[config.mk]
export PLATFORM = sky130hd
export DESIGN_NAME = pfam_alu
export DESIGN_NICKNAME = d
export VERILOG_FILES = /design/src/rtl/pfam_pkg.sv /design/src/rtl/pfam_alu.sv
export SDC_FILE = /design/constraint.sdc
export NUM_CORES = 2
export LEC_CHECK = 0
export BUFFER_PORTS_ARGS = -buffer_cell sky130_fd_sc_hd__buf_2
export CELL_PAD_IN_SITES_DETAIL_PLACEMENT = 2
export CELL_PAD_IN_SITES_GLOBAL_PLACEMENT = 2
export CORE_ASPECT_RATIO = 2
export CORE_MARGIN = 5
export CORE_UTILIZATION = 35
export DETAILED_ROUTE_END_ITERATION = 10
export GPL_TIMING_DRIVEN = 0
export MAX_ROUTING_LAYER = met4
export PLACE_DENSITY = 0.87
export RECOVER_POWER = 25
export SETUP_SLACK_MARGIN = 0.5
export SKIP_CTS_REPAIR_TIMING = 1
export SLEW_MARGIN = 20
export SYNTH_ARGS = -nofsm -noshare
export SYNTH_HDL_FRONTEND = slang
export SYNTH_SLANG_ARGS = --single-unit
[constraint.sdc]
create_clock -name clk -period 4.8 [get_ports clk]
set_clock_uncertainty 0.15 [all_clocks]
set_input_delay 0.24 -clock clk [delete_from_list [all_inputs] [get_ports clk]]
set_output_delay 0.24 -clock clk [all_outputs]
set_load 0.005 [all_outputs]
[src/rtl/pfam_pkg.sv]
package pfam_pkg;

	localparam int FRAC = 32;
	localparam int W    = 48;
	localparam int IDX_W = 3;

	localparam logic [1:0] OP_MUL  = 2'd0;
	localparam logic [1:0] OP_DIV  = 2'd1;
	localparam logic [1:0] OP_SQRT = 2'd2;

	localparam logic [IDX_W-1:0] REG_CUTOFF = 3'd0;
	localparam logic [IDX_W-1:0] REG_MINR   = 3'd1;
	localparam logic [IDX_W-1:0] REG_MASS   = 3'd2;
	localparam logic [IDX_W-1:0] REG_DT     = 3'd3;
	localparam logic [IDX_W-1:0] REG_SIZE   = 3'd4;

	typedef struct packed {
		logic       start;
		logic [1:0] op;
	} alu_req_t;

endpackage

[src/rtl/pfam_alu.sv]
module pfam_alu (
	input  logic                clk,
	input  logic                arst_n,
	input  pfam_pkg::alu_req_t  req,
	input  logic [63:0]         a,
	input  logic [63:0]         b,
	input  logic [127:0]        n,
	output logic [127:0]        res,
	output logic [63:0]         rem,
	output logic                done
);
	import pfam_pkg::*;

	logic         run_q;
	logic         done_q;
	logic [1:0]   op_q;
	logic [6:0]   cnt_q;
	logic [127:0] x_q;
	logic [63:0]  y_q;
	logic [127:0] acc_q;
	logic [65:0]  rem_q;

	logic [127:0] mul_acc;
	logic [63:0]  div_sh;
	logic         div_ge;
	logic [63:0]  div_rem;
	logic [67:0]  sq_r4;
	logic [67:0]  sq_trial;
	logic         sq_ge;
	logic [67:0]  sq_diff;

	always_comb begin
		mul_acc  = y_q[0] ? acc_q + x_q : acc_q;
		div_sh   = {rem_q[62:0], x_q[127]};
		div_ge   = rem_q[63] || (div_sh >= y_q);
		div_rem  = div_sh - y_q;
		sq_r4    = {rem_q, x_q[127:126]};
		sq_trial = {2'b00, acc_q[63:0], 2'b01};
		sq_ge    = sq_r4 >= sq_trial;
		sq_diff  = sq_r4 - sq_trial;
	end

	always_ff @(posedge clk or negedge arst_n) begin
		if (!arst_n) begin
			run_q  <= 1'b0;
			done_q <= 1'b0;
			op_q   <= OP_MUL;
			cnt_q  <= '0;
		end else begin
			done_q <= 1'b0;
			if (req.start) begin
				run_q <= 1'b1;
				op_q  <= req.op;
				cnt_q <= (req.op == OP_DIV) ? 7'd127 : 7'd63;
			end else if (run_q) begin
				cnt_q <= cnt_q - 7'd1;
				if (cnt_q == 7'd0) begin
					run_q  <= 1'b0;
					done_q <= 1'b1;
				end
			end
		end
	end

	always_ff @(posedge clk) begin
		if (req.start) begin
			acc_q <= '0;
			rem_q <= '0;
			y_q   <= b;
			case (req.op)
				OP_MUL:  x_q <= {64'd0, a};
				default: x_q <= n;
			endcase
		end else if (run_q) begin
			case (op_q)
				OP_MUL: begin
					acc_q <= mul_acc;
					x_q   <= x_q << 1;
					y_q   <= y_q >> 1;
				end
				OP_DIV: begin
					x_q   <= x_q << 1;
					acc_q <= {acc_q[126:0], div_ge};
					rem_q <= {2'b00, div_ge ? div_rem : div_sh};
				end
				default: begin
					x_q   <= x_q << 2;
					acc_q <= {acc_q[126:0], sq_ge};
					rem_q <= sq_ge ? sq_diff[65:0] : sq_r4[65:0];
				end
			endcase
		end
	end

	assign res  = acc_q;
	assign rem  = rem_q[63:0];
	assign done = done_q;

endmodule

==> impl_results.html <==
<table>
<tr><th>Metric</th><th>Value</th></tr>
<tr><th colspan="2">Finish</th></tr>
<tr><td>Commonest non-fill, non-tap cell in the layout</td><td>sky130_fd_sc_hd__nand2_1</td></tr>
<tr><td>Most frequent cells in the layout</td><td>sky130_fd_sc_hd__nand2_1, sky130_fd_sc_hd__a21oi_1, sky130_fd_sc_hd__o21ai_0</td></tr>
<tr><td># fillers</td><td>11756</td></tr>
<tr><td>Post-route cell area</td><td>47200 µm²</td></tr>
<tr><td>Fraction of final layout cells with drive strength greater than 1</td><td>15.8%</td></tr>
<tr><td>Total Nets Final</td><td>6236</td></tr>
<tr><td>Post-synthesis to final-layout area growth</td><td>28.5%</td></tr>
<tr><th colspan="2">Critical path</th></tr>
<tr><td>Class of the most critical setup path</td><td>register to register</td></tr>
<tr><td>Worst r2r dst</td><td>res[120]</td></tr>
<tr><td>Minimum setup slack among reg-to-reg paths</td><td>0.02 ns</td></tr>
<tr><td>Launching element type of the critical path</td><td>register</td></tr>
<tr><td>Endpoint arrival time on the critical path</td><td>5.19 ns</td></tr>
<tr><td>Worst r2r src</td><td>res[55]</td></tr>
<tr><td>Cells on worst reg2reg path</td><td>15</td></tr>
<tr><td>Type of destination of the critical path</td><td>register</td></tr>
<tr><td>Worst path required time</td><td>5.21 ns</td></tr>
<tr><td>Maximum fanout encountered on the critical timing path</td><td>7</td></tr>
<tr><th colspan="2">Global route</th></tr>
<tr><td>Met1 Resource Use GR</td><td>33.9%</td></tr>
<tr><td>Via count of the first global-routing pass</td><td>46970</td></tr>
<tr><td>GRT Max-Usage Layer</td><td>met2</td></tr>
<tr><td>Sum of overflow across all layers after global routing</td><td>0</td></tr>
<tr><td>Pin count of the biggest net entering global routing</td><td>82</td></tr>
<tr><td>Global Route met3 Usage</td><td>7.10%</td></tr>
<tr><td>Number of antenna violations at the first check in global routing</td><td>18</td></tr>
<tr><td>Global-route usage over all layers</td><td>39.7%</td></tr>
<tr><td>Wire length of the first global-routing pass</td><td>317000 µm</td></tr>
<tr><td>Grt met2 use</td><td>70.8%</td></tr>
<tr><th colspan="2">Placement</th></tr>
<tr><td>Half-perimeter wire length after placement</td><td>188000 µm</td></tr>
<tr><td>Post-DP Area</td><td>40800 µm²</td></tr>
<tr><td>Final GP Congestion</td><td>1.06</td></tr>
<tr><td>Input/output buffers</td><td>452</td></tr>
<tr><th colspan="2">Hold path</th></tr>
<tr><td>Worst Hold Endpoint</td><td>x_q[88]</td></tr>
<tr><td>Hold path depth</td><td>2</td></tr>
<tr><td>Startpoint of the tightest hold check path</td><td>req[2]</td></tr>
<tr><td>Worst min-delay path class</td><td>input port to register</td></tr>
<tr><th colspan="2">Power</th></tr>
<tr><td>Cell area power density</td><td>647 nW/µm²</td></tr>
<tr><td>Comb power frac</td><td>68.0%</td></tr>
<tr><td>P_int</td><td>13700 µW</td></tr>
<tr><td>Worst supply voltage drop on vdd</td><td>0.367 mV</td></tr>
<tr><td>Total power consumption of the routed design</td><td>30500 µW</td></tr>
<tr><td>Portion of total power attributed to the clock network</td><td>13.5%</td></tr>
<tr><td>Power spent charging and discharging nets</td><td>16800 µW</td></tr>
<tr><td>Leakage power of the design</td><td>0.0198 µW</td></tr>
<tr><td>Sequential power share</td><td>18.5%</td></tr>
<tr><td>Sw Ratio</td><td>55.0%</td></tr>
<tr><th colspan="2">Route</th></tr>
<tr><td>Sum of routed wire length over all layers</td><td>258000 µm</td></tr>
<tr><td>Number of design-rule violations left by the first detailed-router iteration</td><td>3134</td></tr>
<tr><td>Count of TritonRoute iterations in the first routing pass</td><td>6</td></tr>
<tr><td>Number of antenna-violating nets in the routed design</td><td>0</td></tr>
<tr><td>DRC violations left</td><td>0</td></tr>
<tr><td>DR vias</td><td>46637</td></tr>
<tr><td>Routed len/inst</td><td>36.1 µm</td></tr>
<tr><td>Detail-routed via count per cell</td><td>6.54</td></tr>
<tr><th colspan="2">Yosys</th></tr>
<tr><td>Synth area leader</td><td>sky130_fd_sc_hd__edfxtp_1</td></tr>
<tr><td>Area contributors post-synth</td><td>sky130_fd_sc_hd__edfxtp_1, sky130_fd_sc_hd__dfxtp_1, sky130_fd_sc_hd__ha_1</td></tr>
<tr><td>Cell area after synthesis</td><td>36700 µm²</td></tr>
<tr><td>Gate count after technology mapping</td><td>4857</td></tr>
<tr><td>Proportion of netlist area held by the largest area contributor</td><td>15.7%</td></tr>
<tr><td>Share of synthesized area occupied by flip-flops and latches</td><td>27.0%</td></tr>
<tr><td>Synth Area per Inst</td><td>7.56 µm²</td></tr>
<tr><td>Flip-flop cell with the highest count after synthesis</td><td>sky130_fd_sc_hd__dfxtp_1</td></tr>
<tr><td>Yosys warns</td><td>0</td></tr>
<tr><td>Number of enable flip-flop cells after synthesis</td><td>192</td></tr>
<tr><td>Net count after synthesis</td><td>5379</td></tr>
<tr><td>Synthesized flop and latch total</td><td>397</td></tr>
<tr><td>Count of unique library cells instantiated by Yosys</td><td>102</td></tr>
<tr><td>Async S/R FF share, synth</td><td>2.77%</td></tr>
<tr><th colspan="2">Timing</th></tr>
<tr><td>Setup Viol. Count Final</td><td>0</td></tr>
<tr><td>Worst slew slack as a fraction of its limit</td><td>5.72%</td></tr>
<tr><td>Post-route worst hold slack</td><td>-0.0336 ns</td></tr>
<tr><td>Post-route minimum period</td><td>4.78 ns</td></tr>
<tr><td>Hold violation count in the final report</td><td>7</td></tr>
<tr><td>Maximum frequency from static timing analysis</td><td>209 MHz</td></tr>
<tr><td>Setup repair after global routing missed its margin</td><td>true</td></tr>
<tr><td>Slew at the pin closest to its max-slew limit</td><td>1.41 ns</td></tr>
<tr><td>Share of the clock period used by the worst path after layout</td><td>99.6%</td></tr>
<tr><td>Max-slew violation total from the final report</td><td>0</td></tr>
<tr><th colspan="2">Floorplanning</th></tr>
<tr><td>Area enclosed by the die boundary</td><td>112000 µm²</td></tr>
<tr><td>Row count</td><td>168</td></tr>
<tr><td>Height of the chip</td><td>468 µm</td></tr>
<tr><td>Total core area</td><td>104000 µm²</td></tr>
<tr><td>Die W</td><td>239 µm</td></tr>
<tr><td>Top-level I/O count</td><td>454</td></tr>
<tr><td>Starting density of the core</td><td>35.1%</td></tr>
<tr><th colspan="2">Clock tree</th></tr>
<tr><td>Clock buffer count from CTS</td><td>45</td></tr>
<tr><td>Master cell of the clock root buffer</td><td>sky130_fd_sc_hd__clkbuf_16</td></tr>
<tr><td>Clock latency at the later pin of the worst-skew pair</td><td>0.68 ns</td></tr>
<tr><td>Worst-path clk slew</td><td>0.08 ns</td></tr>
<tr><td>Longest Clk Path Bufs</td><td>3</td></tr>
<tr><td>Clk sink count</td><td>397</td></tr>
<tr><td>Clock tree from TritonCTS</td><td>done</td></tr>
<tr><td>CTS H-tree lvls</td><td>2</td></tr>
<tr><th colspan="2">Run</th></tr>
<tr><td>Max cap viols</td><td>0</td></tr>
<tr><th colspan="2">Outcome</th></tr>
<tr><td>Result of the run</td><td>finished with violations</td></tr>
<tr><td>Violated checks</td><td>negative hold slack</td></tr>
</table>
-- layout make-up --
cell class,instances,area [µm²],area share [%]
clock buffer,57,1190,2.53
sequential,397,9920,21.0
multi-input combinational,3836,25400,53.9
inverter,231,878,1.86
tap,1360,1700,3.61
antenna,19,47.5,0.101
buffer,393,1970,4.18
timing repair buffer,810,5660,12.0
clock inverter,25,364,0.772
-- stage by stage --
step / setup WS [ns] / instances / utilization (%) / setup TNS (ns) / hold slack, ns
2_1_floorplan: 0.552 / 4857 / - / 0 / -0.206
3_3_place_gp: -3.35 / 6669 / 38.9 / -557.61 / -0.0210
3_5_place_dp: -1.26 / 6672 / 39.1 / -56.93 / -0.0159
4_1_cts: -1.32 / 6754 / 40.6 / -59.25 / -0.698
5_1_grt: 0.00744 / 7124 / 45.1 / 0 / -0.0105
6_report: 0.0178 / 7128 / 45.1 / 0 / -0.0336
-- cell families (layout without fill, tap and decap cells) --
kind of cell    Yosys count  count (layout)  share of synthesized area (%)
xor+xnor                230             230                           5.49
flops                   397             397                           27.0
simple gates           1540            1540                           19.3
fa+ha+maj               261             261                           8.94
mux                      84              84                           2.31
buf+inv                 624            1516                           7.21
compound gates         1721            1721                           29.8
other cells               0              19                              0
-- sequential cells by signal (all words and copies together) (netlist names) --
register  count
cnt_q         7
done          1
op_q          2
rem_q        66
res         128
run_q         1
x_q         128
y_q          64
-- critical path, stage by stage (launching register included) --
cell	delay, ns
sky130_fd_sc_hd__dfxtp_1	0.56
sky130_fd_sc_hd__ha_1	0.33
sky130_fd_sc_hd__buf_2	0.21
sky130_fd_sc_hd__a21oi_1	0.23
sky130_fd_sc_hd__o21ai_0	0.28
sky130_fd_sc_hd__o41ai_2	0.91
sky130_fd_sc_hd__o31ai_1	0.24
sky130_fd_sc_hd__and2_1	0.25
sky130_fd_sc_hd__nor3_4	0.11
sky130_fd_sc_hd__buf_4	0.19
sky130_fd_sc_hd__o211a_4	0.22
sky130_fd_sc_hd__o31a_1	0.26
sky130_fd_sc_hd__buf_4	0.17
sky130_fd_sc_hd__o21ai_1	0.09
sky130_fd_sc_hd__xnor2_1	0.18
sky130_fd_sc_hd__a221oi_1	0.29
-- power by group through the flow --
stage	Clock (µW)	Sequential, µW	Combinational [µW]
6_report	4120	5640	20800
5_1_grt	4160	5620	21700
4_1_cts	3980	5530	17700
3_5_place_dp	0	5600	17600
3_3_place_gp	0	5590	17100
2_1_floorplan	0	4870	11500
-- synthesized netlist by cell type, types with 26 or more instances --
master	number
sky130_fd_sc_hd__a221oi_1	52
sky130_fd_sc_hd__a21o_1	120
sky130_fd_sc_hd__a31oi_1	107
sky130_fd_sc_hd__nor2b_1	80
sky130_fd_sc_hd__xnor2_1	139
sky130_fd_sc_hd__a211oi_1	169
sky130_fd_sc_hd__o31ai_1	29
sky130_fd_sc_hd__nand3_1	120
sky130_fd_sc_hd__nor2_1	349
sky130_fd_sc_hd__buf_1	26
sky130_fd_sc_hd__nand2b_1	31
sky130_fd_sc_hd__buf_4	67
sky130_fd_sc_hd__mux2i_1	78
sky130_fd_sc_hd__nand4_1	108
sky130_fd_sc_hd__clkbuf_1	259
sky130_fd_sc_hd__xor2_1	91
sky130_fd_sc_hd__nand2_1	624
sky130_fd_sc_hd__edfxtp_1	192
sky130_fd_sc_hd__nor3_1	84
sky130_fd_sc_hd__dfxtp_1	194
sky130_fd_sc_hd__buf_2	39
sky130_fd_sc_hd__a21oi_1	465
sky130_fd_sc_hd__inv_1	230
sky130_fd_sc_hd__o21a_1	36
sky130_fd_sc_hd__ha_1	259
sky130_fd_sc_hd__o21ai_0	428
sky130_fd_sc_hd__o21bai_1	67
-- per-layer routing --
layer / up-vias / wire length (µm)
li1: 19474 / -
met3: 1503 / 17700
met4: 0 / 36800
met5: - / 0
met1: 23023 / 77300
met2: 2637 / 126000
-- worst max path at each step --
| stage | startpoint | end | slack [ns] |
|---|---|---|---|
| finish | res[55] | res[120] | 0.02 |
| global route | y_q[20] | rem_q[61] | 0.007 |
| CTS | x_q[0] | res[96] | -1.32 |
| detailed placement | x_q[0] | res[96] | -1.26 |
| global placement | req[2] | x_q[14] | -3.35 |
| floorplan | req[2] | x_q[0] | 0.55 |
Power figures use the tool's default switching activity.
